==> src/rtl/core/sim_pkg.sv <==
// Package for the sorted interval merger: field widths, stream packing, types.
// No dependencies; imported by every module of the block.
`default_nettype none

package sim_pkg;

  localparam int CHROM_ID_BITS = 16;
  localparam int COORD_BITS    = 32;
  localparam int PAD_BITS      = 31;
  localparam int COUNT_BITS    = 32;

  localparam int IN_RAW_BITS   = CHROM_ID_BITS + 2 * COORD_BITS;
  localparam int IN_DATA_BITS  = ((IN_RAW_BITS + 7) / 8) * 8;
  localparam int NUM_LSB       = CHROM_ID_BITS + 2 * COORD_BITS;
  localparam int OUT_RAW_BITS  = NUM_LSB + COUNT_BITS;
  localparam int OUT_DATA_BITS = ((OUT_RAW_BITS + 7) / 8) * 8;

  localparam int QDEPTH        = 4;
  localparam int QPTR_BITS     = $clog2(QDEPTH);
  localparam int QCNT_BITS     = $clog2(QDEPTH + 1);

  typedef logic [CHROM_ID_BITS-1:0] chrom_t;
  typedef logic [COORD_BITS-1:0]    coord_t;
  typedef logic [COUNT_BITS-1:0]    count_t;

  typedef struct packed {
    count_t part_number;
    coord_t part_end;
    coord_t part_start;
    chrom_t part_chrom;
    logic   last_result;
  } part_t;

  typedef struct packed {
    logic push_a;
    logic push_b;
  } push_t;

endpackage

`default_nettype wire

==> src/rtl/core/sorted_interval_merger_core.sv <==
// Top level of the sorted interval merger: stream ports, merge stage, result queue.
// Depends on sim_pkg, sim_merge and sim_outq.
//
//   channel | direction | transaction
//   in_     | slave     | one interval record, tlast marks end of stream
//   out_    | master    | one merged partition, tlast marks last of stream
//   cfg_    | write     | merge padding, taken at any edge out of reset with cfg_wr_en high
//
// One record per cycle while in_tready is high; its partitions wait in the queue for out_.
// A record yields zero, one or two partitions; the queue holds four.
// in_tready drops while fewer than two queue entries are free.
// Reset is synchronous on rst_n low and empties the queue and the open partition.
`default_nettype none

module sorted_interval_merger_core
  import sim_pkg::*;
(
  input  logic                     clk,
  input  logic                     rst_n,
  input  logic                     in_tvalid,
  output logic                     in_tready,
  input  logic [IN_DATA_BITS-1:0]  in_tdata,   // record_chrom, record_start, record_end
  input  logic                     in_tlast,   // end_of_stream
  output logic                     out_tvalid,
  input  logic                     out_tready,
  output logic [OUT_DATA_BITS-1:0] out_tdata,  // part_chrom, part_start, part_end, part_number
  output logic                     out_tlast,  // last_result
  input  logic                     cfg_wr_en,
  input  logic [PAD_BITS-1:0]      cfg_wr_data // merge_padding
);

  logic   in_acc;
  logic   pop;
  logic   space;
  push_t  push;
  part_t  res_a;
  part_t  res_b;
  part_t  head;
  chrom_t rec_chrom;
  coord_t rec_start;
  coord_t rec_end;

  assign in_tready = space;
  assign in_acc    = in_tvalid && space;
  assign pop       = out_tvalid && out_tready;

  assign rec_chrom = in_tdata[CHROM_ID_BITS-1:0];
  assign rec_start = in_tdata[CHROM_ID_BITS +: COORD_BITS];
  assign rec_end   = in_tdata[CHROM_ID_BITS + COORD_BITS +: COORD_BITS];

  sim_merge u_merge (
    .clk         (clk),
    .rst_n       (rst_n),
    .cfg_wr_en   (cfg_wr_en),
    .cfg_wr_data (cfg_wr_data),
    .rec_acc     (in_acc),
    .rec_chrom   (rec_chrom),
    .rec_start   (rec_start),
    .rec_end     (rec_end),
    .rec_eos     (in_tlast),
    .push        (push),
    .res_a       (res_a),
    .res_b       (res_b)
  );

  sim_outq u_outq (
    .clk        (clk),
    .rst_n      (rst_n),
    .push       (push),
    .res_a      (res_a),
    .res_b      (res_b),
    .pop        (pop),
    .space      (space),
    .head_valid (out_tvalid),
    .head       (head)
  );

  assign out_tdata = OUT_DATA_BITS'({head.part_number, head.part_end,
                                     head.part_start, head.part_chrom});
  assign out_tlast = head.last_result;

endmodule

`default_nettype wire

==> src/rtl/core/sim_merge.sv <==
// Merge stage: padding register, open partition state and the per-record decision.
// Depends on sim_pkg; emits up to two partitions per accepted record.
`default_nettype none

module sim_merge
  import sim_pkg::*;
(
  input  logic                clk,
  input  logic                rst_n,
  input  logic                cfg_wr_en,
  input  logic [PAD_BITS-1:0] cfg_wr_data,
  input  logic                rec_acc,
  input  chrom_t              rec_chrom,
  input  coord_t              rec_start,
  input  coord_t              rec_end,
  input  logic                rec_eos,
  output push_t               push,
  output part_t               res_a,
  output part_t               res_b
);

  logic [PAD_BITS-1:0] pad_r;
  logic                open_valid_r;
  chrom_t              open_chrom_r;
  coord_t              open_start_r;
  coord_t              open_end_r;
  count_t              count_r;

  logic                open_valid_nxt;
  chrom_t              open_chrom_nxt;
  coord_t              open_start_nxt;
  coord_t              open_end_nxt;
  count_t              count_nxt;

  coord_t pad_ext;
  coord_t pstart;
  logic   overlap;
  logic   closing;
  coord_t mstart;
  coord_t mend;

  assign pad_ext = COORD_BITS'(pad_r);
  assign pstart  = (rec_start >= pad_ext) ? (rec_start - pad_ext) : '0;
  assign overlap = open_valid_r && (rec_chrom == open_chrom_r) &&
                   (pstart < open_end_r) && (rec_end > open_start_r);
  assign closing = open_valid_r && !overlap;

  assign mstart = (overlap && (open_start_r < pstart)) ? open_start_r : pstart;
  assign mend   = (overlap && (open_end_r > rec_end)) ? open_end_r : rec_end;

  always_comb begin
    if (closing) begin
      res_a.part_chrom  = open_chrom_r;
      res_a.part_start  = open_start_r;
      res_a.part_end    = open_end_r;
      res_a.part_number = count_r;
      res_a.last_result = 1'b0;
    end else begin
      res_a.part_chrom  = rec_chrom;
      res_a.part_start  = mstart;
      res_a.part_end    = mend;
      res_a.part_number = count_r;
      res_a.last_result = 1'b1;
    end
    res_b.part_chrom  = rec_chrom;
    res_b.part_start  = mstart;
    res_b.part_end    = mend;
    res_b.part_number = count_r + COUNT_BITS'(1);
    res_b.last_result = 1'b1;
  end

  assign push.push_a = rec_acc && (closing || rec_eos);
  assign push.push_b = rec_acc && closing && rec_eos;

  always_comb begin
    open_valid_nxt = open_valid_r;
    open_chrom_nxt = open_chrom_r;
    open_start_nxt = open_start_r;
    open_end_nxt   = open_end_r;
    count_nxt      = count_r;
    if (rec_acc) begin
      if (rec_eos) begin
        open_valid_nxt = 1'b0;
        open_chrom_nxt = '0;
        open_start_nxt = '0;
        open_end_nxt   = '0;
        count_nxt      = '0;
      end else begin
        open_valid_nxt = 1'b1;
        open_chrom_nxt = rec_chrom;
        open_start_nxt = mstart;
        open_end_nxt   = mend;
        count_nxt      = count_r + COUNT_BITS'(closing);
      end
    end
  end

  always_ff @(posedge clk) begin
    if (!rst_n) begin
      pad_r        <= '0;
      open_valid_r <= 1'b0;
      open_chrom_r <= '0;
      open_start_r <= '0;
      open_end_r   <= '0;
      count_r      <= '0;
    end else begin
      if (cfg_wr_en) begin
        pad_r <= cfg_wr_data;
      end
      open_valid_r <= open_valid_nxt;
      open_chrom_r <= open_chrom_nxt;
      open_start_r <= open_start_nxt;
      open_end_r   <= open_end_nxt;
      count_r      <= count_nxt;
    end
  end

endmodule

`default_nettype wire

==> src/rtl/core/sim_outq.sv <==
// Result queue: small register array taking up to two partitions per cycle.
// Depends on sim_pkg; head entry drives the output stream.
`default_nettype none

module sim_outq
  import sim_pkg::*;
(
  input  logic  clk,
  input  logic  rst_n,
  input  push_t push,
  input  part_t res_a,
  input  part_t res_b,
  input  logic  pop,
  output logic  space,
  output logic  head_valid,
  output part_t head
);

  part_t                q_mem_r [QDEPTH];
  logic [QPTR_BITS-1:0] wr_ptr_r;
  logic [QPTR_BITS-1:0] rd_ptr_r;
  logic [QCNT_BITS-1:0] cnt_r;

  logic [QPTR_BITS-1:0] wr_ptr_nxt;
  logic [QPTR_BITS-1:0] rd_ptr_nxt;
  logic [QCNT_BITS-1:0] cnt_nxt;
  logic [QPTR_BITS-1:0] wr_ptr_b;

  assign wr_ptr_b   = wr_ptr_r + QPTR_BITS'(1);
  assign space      = (cnt_r <= QCNT_BITS'(QDEPTH - 2));
  assign head_valid = (cnt_r != '0);
  assign head       = q_mem_r[rd_ptr_r];

  assign wr_ptr_nxt = wr_ptr_r + QPTR_BITS'(push.push_a) + QPTR_BITS'(push.push_b);
  assign rd_ptr_nxt = rd_ptr_r + QPTR_BITS'(pop);
  assign cnt_nxt    = cnt_r + QCNT_BITS'(push.push_a) + QCNT_BITS'(push.push_b)
                      - QCNT_BITS'(pop);

  always_ff @(posedge clk) begin
    if (push.push_a) begin
      q_mem_r[wr_ptr_r] <= res_a;
    end
    if (push.push_b) begin
      q_mem_r[wr_ptr_b] <= res_b;
    end
  end

  always_ff @(posedge clk) begin
    if (!rst_n) begin
      wr_ptr_r <= '0;
      rd_ptr_r <= '0;
      cnt_r    <= '0;
    end else begin
      wr_ptr_r <= wr_ptr_nxt;
      rd_ptr_r <= rd_ptr_nxt;
      cnt_r    <= cnt_nxt;
    end
  end

endmodule

`default_nettype wire

==> config.mk <==
export PLATFORM = sky130hd
export DESIGN_NAME = sorted_interval_merger_core
export DESIGN_NICKNAME = d
export VERILOG_FILES = /design/src/rtl/core/sim_pkg.sv /design/src/rtl/core/sorted_interval_merger_core.sv /design/src/rtl/core/sim_merge.sv /design/src/rtl/core/sim_outq.sv
export SDC_FILE = /design/constraint.sdc
export NUM_CORES = 1
export LEC_CHECK = 0
export BUFFER_PORTS_ARGS = -buffer_cell sky130_fd_sc_hd__buf_4
export CAP_MARGIN = 20
export CORE_MARGIN = 1.5
export CORE_UTILIZATION = 50
export DETAILED_ROUTE_END_ITERATION = 10
export HOLD_SLACK_MARGIN = 0.05
export PLACE_DENSITY = 0.78
export SLEW_MARGIN = 20
export SYNTH_ARGS = -nofsm -noshare
export SYNTH_HDL_FRONTEND = slang
export SYNTH_SLANG_ARGS = --single-unit
==> constraint.sdc <==
create_clock -name clk -period 21.5 [get_ports clk]
set_input_delay 0 -clock clk [delete_from_list [all_inputs] [get_ports clk]]
set_output_delay 0 -clock clk [all_outputs]
set_load 0.1 [all_outputs]
# Word-level counts from Yosys, hierarchy flattened
# Memory sizes are Yosys's and may differ from the RTL's. A register that Yosys moved wholly into a read port is not among the register bits.
# Cells that the tools add are included.
[classes]
muxes = 14
div = 0
n_bitwise = 0
shift = 0
mul = 0
reduce_logical = 14
magnitude_cmp = 6
eq_ne = 1
add_sub_neg = 10
[ops]
columns = ["cell", "n"]
rows = [
  ["32-bit 2-to-1 mux", 6],
  ["81-bit 2-to-1 mux", 1],
  ["32-bit greater-than comparator", 2],
  ["32-bit less-than comparator", 2],
  ["32-bit by 1-bit adder with 32-bit output", 1],
  ["32-bit by 1-bit adder with 32-bit output (second input constant)", 1],
  ["32-bit by 31-bit >= comparator with 1-bit output", 1],
  ["32-bit by 31-bit subtractor with 32-bit output", 1],
  ["16-bit == test", 1],
  ["16-bit 2-to-1 mux", 1],
  ["1-bit logical AND", 11],
  ["2-bit by 1-bit adder with 2-bit output", 3],
  ["3-bit by 1-bit adder with 3-bit output", 2],
  ["1-bit 2-to-1 mux", 5],
  ["3-bit by 2-bit <= comparator with 1-bit output (second input constant)", 1],
  ["3-bit nonzero test", 1],
  ["3-bit by 1-bit subtractor with 3-bit output", 1],
  ["2-bit by 1-bit adder with 2-bit output (second input constant)", 1],
  ["2-bit 2-to-1 mux", 1],
  ["1-bit zero test", 1],
  ["1-bit logical OR", 1],
]
[word_totals]
latch_bits = 0
output_inout_bits = 115
ramBits = 452
romBits = 0
memories = 1
inputBits = 117
regBits = 151
word_cells = 55
[memory_table]
columns = ["name", "depth", "word_bits", "read_ports", "rd_ports_with_merged_regs", "wr", "line", "source"]
rows = [
  ["u_outq.q_mem_r", 4, 113, 1, 1, 2, "sim_outq.sv:19", "part_t q_mem_r [QDEPTH];"],
]

# Logic depth before layout (Yosys ltp)
[depth]
ltp_word = 12
mapped_depth = 33
depth_no_buf = 30

# Cells and area by module
# A second synthesis with hierarchy kept.
[hier_totals]
cells_unflattened = 2832
area_unflattened_um2 = 35213.8
[by_module_without_submodules]
columns = ["mod", "seq_area_each_um2", "instances", "area_per_inst_um2", "cells_each"]
rows = [
  ["sim_outq", 13713.2, 1, 22044.9, 1134],
  ["sim_merge", 2882.8, 1, 13156.4, 1696],
  ["sorted_interval_merger_core", 0.0, 1, 12.5, 2],
]

# Worst setup path after synthesis
# Ideal clock, no wire load.
[synth_path]
path_type = "reg2reg"
start = "reg u_merge.pad_r[0]"
end = "mem u_outq.q_mem_r[0][100] in the netlist's numbering, enable pin"
slack_ns = 13.218
path_buffers = 3
period_less_slack_ns = 8.282
path_stages_with_launch = 24
t_required_ns = 20.497
t_arrival_ns = 7.279
setup_time_ns = 1.003
path_cell_list = "dfxtp_1 -> ha_1 -> inv_1 -> fa_1 -> a211oi_1 -> nor3_1 -> a211oi_2 -> a211oi_4 -> nor3_1 -> clkbuf_1 -> nor2_1 -> ha_1 -> a22o_1 -> nor4_1 -> o21ai_1 -> a311o_1 -> nor4_1 -> o311ai_4 -> buf_6 -> nand2_2 -> inv_4 -> buf_2 -> o21ai_1 -> nand2_1"
[synth_rtl]
columns = ["element", "line", "source"]
rows = [
  ["from (decl)", "sim_merge.sv:22", "logic [PAD_BITS-1:0] pad_r;"],
  ["from (signal assigned)", "sim_merge.sv:108", "pad_r <= cfg_wr_data;"],
  ["to (decl)", "sim_outq.sv:19", ""],
]

==> reports/summary.md <==
The top cell types in the final layout, fill and taps aside, are 448 x edfxtp_1, 266 x buf_4, 204 x nor2_1. The flow ran to the end, and the final reports show no timing, DRC or antenna violations. TritonCTS built the clock tree.

The mean instance size in the synthesized netlist works out to 11.3 sq um. The top achievable clock speed is 118 MHz, and the area added between synthesis and finish is 17.0%. Clock latency on the worst-skew pair, taken at its later pin, is 630 ps.

In this run the power density over the cells is 112 mW/mm^2. The worst hold path endpoint was u_merge.open_start_r[4]$_SDFFE_PN0P_. Number of port buffers: 231. At the worst endpoint, the arrival time is 8680 ps. In this run, synthesis produced a sequential element count of 603. The first routing iteration left 4071 violations. Once the floorplan was initialized, standard cells occupied 50.8% of the core. The tool flagged a number of max-cap violations equal to 0. The tools report the overall die area as 0.0702 sq mm. Along the worst hold path, the cell count comes to 5. The critical path goes through ha_1 -> inv_1 -> fa_1 -> a211oi_1 -> nor3_1 -> a211oi_2 -> a211oi_4 -> nor3_2 -> buf_4 -> a211oi_1 -> nor2_1 -> inv_1 -> ha_1 -> nand3_1 -> a21oi_1 -> o311ai_0 -> nand2_1 -> nor4_1 -> o311ai_4 -> nand2_2 -> inv_4 -> o21ai_1 -> nand2_4 -> buf_4. The number of antenna diodes in the final layout is 0. In the final routed layout, each cell accounts on average for 25.8 um. The start of the worst register-to-register path was u_merge.pad_r[0]$_SDFFE_PN0P_. After layout, the worst path uses 39.3% of the clock period. The count of fill cells added during filler insertion was 5373. The post-detailed-routing wire length was 108000 um; the slew at the pin closest to its max-slew limit was 1150 ps. The tightest min-delay check is of the input port to flop type. The slowest stage of the critical path is the nand2_4 cell. The number of nets in the layout is 3553.

The max-slew headroom at the worst pin is 23.6%. For this run, the number of standard cells in the final layout without fillers is 4194. The post-synthesis cell count came out at 3027.

Number of placed I/O pins: 232. The final weighted congestion in routability-driven placement came out at 0.945. Overall routing resource usage: 30.3%.

The run gives 69200 um as the half-perimeter wire length after detailed placement. The clock passes through at most 3 buffers. After synthesis the cells add up to 0.0343 sq mm. The via-per-instance ratio works out to 6.70.

The critical hold path startpoint is in_tdata[20]. The worst setup path is of the flop to flop kind. The capture point of the worst reg-to-reg path is u_outq.q_mem_r[3][36]$_DFFE_PP_. The final antenna-violating net count is 0. By area the synthesized netlist is led by edfxtp_1 39%, dfxtp_1 9.0%, mux4_2 7.4%.

The tools report the sequential fraction of the synthesis area as 48.3%. The capturing element type of the critical path was a flop. The number of cells traversed by the worst register-to-register path was 24; the core area was 0.0675 sq mm. The number of buffers inserted during clock tree synthesis was 67; the remaining routing DRC violations was 0. Setup repair after global routing left no endpoint under its margin. The first global-routing pass estimated 163000 um of wire. Dominant register cell in the synthesized netlist: edfxtp_1. The highest fanout seen on the critical path is 64, and the portion of synthesized cell area occupied by the leading cell type is 39.2%. The count of cells resized by post-cts repair came out at 0. The initialized floorplan defines 95 standard-cell rows. The via count of the first global-routing pass was 26800.

Final-report max-slew violation count: 0. The tools report the number of antenna violations at the first check in global routing as 1. The tools report the static leakage power as 14.5 nW. Entering global routing, the biggest net connects 115 pins. Measured along the x axis, the die boundary spans 265 um. The count of H-tree levels built during CTS is 3. Total power for the finished layout comes to 4.48 mW. For this run, the number of Yosys warnings is 0. After synthesis, the netlist uses 89 different library cells. The share of synthesized registers carrying an async set or reset was 0%; the setup skew after layout was 30.4 ps. The placed instance count came out at 3931. Number of nets produced by synthesis: 3311.

Cells with a size suffix above 1 make up 16.0% of the layout. The die boundary height is 265 um, and the peak supply drop is 0.0000919 V. The delay of the slowest cell on the worst path is 750 ps, and the sink count of the clock tree is 603. The leading cell type in the layout, fill and taps excluded was edfxtp_1.

The first detailed-routing pass took 7 iterations. The run gives 28100 as the via count. For the final global-route overflow total, the log shows 0. The final critical-path required period came out at 8440 ps. Adding up every negative setup slack in the final design gives 0 ps. The final hold slack was 137 ps; the required arrival time at the worst endpoint was 21740 ps. Clock tree synthesis selected as its root buffer the cell clkbuf_16.

The synthesized design contains 448 enable-type register cells. The number of endpoints failing setup at the final stage was 0; the internal reg-to-reg setup slack was 13060 ps. Core occupancy in the finished layout: 59.4%.

The biggest area contributor in the post-synthesis netlist is edfxtp_1. STA classifies the critical path startpoint as a flop. The hold violation count in the final report is 0, and the clock slew seen by the registers of the worst setup and hold paths is 60 ps.
worst max-delay path, delay by kind of cell (launching register included):
family,cells,cell delay (ps)
AO/OA/AOI/OAI,8,2330
flip-flops,1,340
buffers and inverters,5,1350
adder cells (fa/ha/maj),3,910
AND/OR/NAND/NOR,8,2950
cells in the mapped netlist, drive strengths merged (4+ instances only):
cell type / n
a2111oi: 6
a211o: 8
a211oi: 26
a21o: 30
a21oi: 106
a221o: 39
a22o: 105
a31oi: 28
a32o: 144
a41oi: 6
and2: 17
and3: 48
and4: 7
buf: 110
clkbuf: 125
dfxtp: 155
edfxtp: 448
fa: 4
ha: 163
inv: 176
mux2i: 39
mux4: 113
nand2: 174
nand2b: 11
nand3: 63
nand3b: 4
nand4: 38
nor2: 209
nor2b: 54
nor3: 84
nor3b: 19
nor4: 15
o211ai: 9
o21a: 10
o21ai: 142
o21bai: 11
o22ai: 29
o2bb2ai: 73
o311ai: 5
o31a: 35
o31ai: 4
or2: 9
or3: 14
xnor2: 44
xor2: 35
worst max path at each step:
stage                                        to  slack [ps]  cells after the start                     startpoint
4_1_cts         u_outq.q_mem_r[3][73]$_DFFE_PP_       13290                     24  u_merge.pad_r[0]$_SDFFE_PN0P_
3_5_place_dp    u_outq.q_mem_r[0][68]$_DFFE_PP_       13370                     23  u_merge.pad_r[0]$_SDFFE_PN0P_
3_3_place_gp    u_outq.q_mem_r[0][68]$_DFFE_PP_       13590                     23  u_merge.pad_r[0]$_SDFFE_PN0P_
6_report        u_outq.q_mem_r[3][36]$_DFFE_PP_       13060                     24  u_merge.pad_r[0]$_SDFFE_PN0P_
5_1_grt         u_outq.q_mem_r[3][36]$_DFFE_PP_       12500                     23  u_merge.pad_r[0]$_SDFFE_PN0P_
2_1_floorplan  u_outq.q_mem_r[0][100]$_DFFE_PP_       13220                     23  u_merge.pad_r[0]$_SDFFE_PN0P_
layer usage:
metal / vias to the layer above / part of all wire (%) / global-route usage [%]
met4: 2 / 4.7 / 14.0
met3: 298 / 11 / 5.48
met5: - / 0.0065 / 0
met2: 1821 / 46 / 48.3
li1: 12300 / - / -
met1: 13700 / 38 / 40.4
flip-flops by register name, indices dropped and copies added, names as in the netlist:
| name | cells |
|---|---|
| u_merge.open_valid_r | 1 |
| u_outq.wr_ptr_r | 2 |
| u_outq.q_mem_r | 452 |
| u_merge.open_chrom_r | 16 |
| u_outq.rd_ptr_r | 2 |
| u_merge.open_start_r | 32 |
| u_merge.count_r | 32 |
| u_merge.open_end_r | 32 |
| u_outq.cnt_r | 3 |
| u_merge.pad_r | 31 |
cell type report:
type                            instances  area [sq um]  share of cell area [%]
Sequential cell                       603         16600                    41.3
Multi-Input combinational cell       2013         16200                    40.5
Timing Repair Buffer                  408          3420                    8.52
Clock buffer                           88          1870                    4.66
Tap cell                              873          1090                    2.72
Inverter                              176           663                    1.65
Clock inverter                         33           277                   0.689
cell families after synthesis:
| logic type | count (synthesis) | synth area share, % |
|---|---|---|
| AOI/OAI and AO/OA | 837 | 18.8 |
| xor gates and xnor gates | 79 | 2.02 |
| adders and majority gates | 167 | 6.18 |
| buffers and inverters | 411 | 4.91 |
| DFF | 603 | 48.3 |
| muxes | 154 | 8.62 |
| and+or+nand+nor | 776 | 11.2 |
what timing repair did:
action,4_1_cts,5_1_grt
hold endpoints to repair,280,0
setup buffers,0,0
hold buffers,142,0
per-stage QoR:
| stage | setup slack, ps | cell area (sq um) |
|---|---|---|
| 2_1_floorplan | 13220 | 34300 |
| 4_1_cts | 13290 | 40100 |
| 3_5_place_dp | 13370 | 36500 |
| 3_3_place_gp | 13590 | 36500 |
| 6_report | 13060 | 40100 |
| 5_1_grt | 12500 | 40100 |
power by group:
group          total, mW  switching, mW  internal [mW]
clock network       1.14          0.489          0.652
registers           1.47         0.0875           1.39
logic               1.86           1.37          0.491
total               4.48           1.95           2.53
Note: power is estimated with default switching activity, not from simulation.
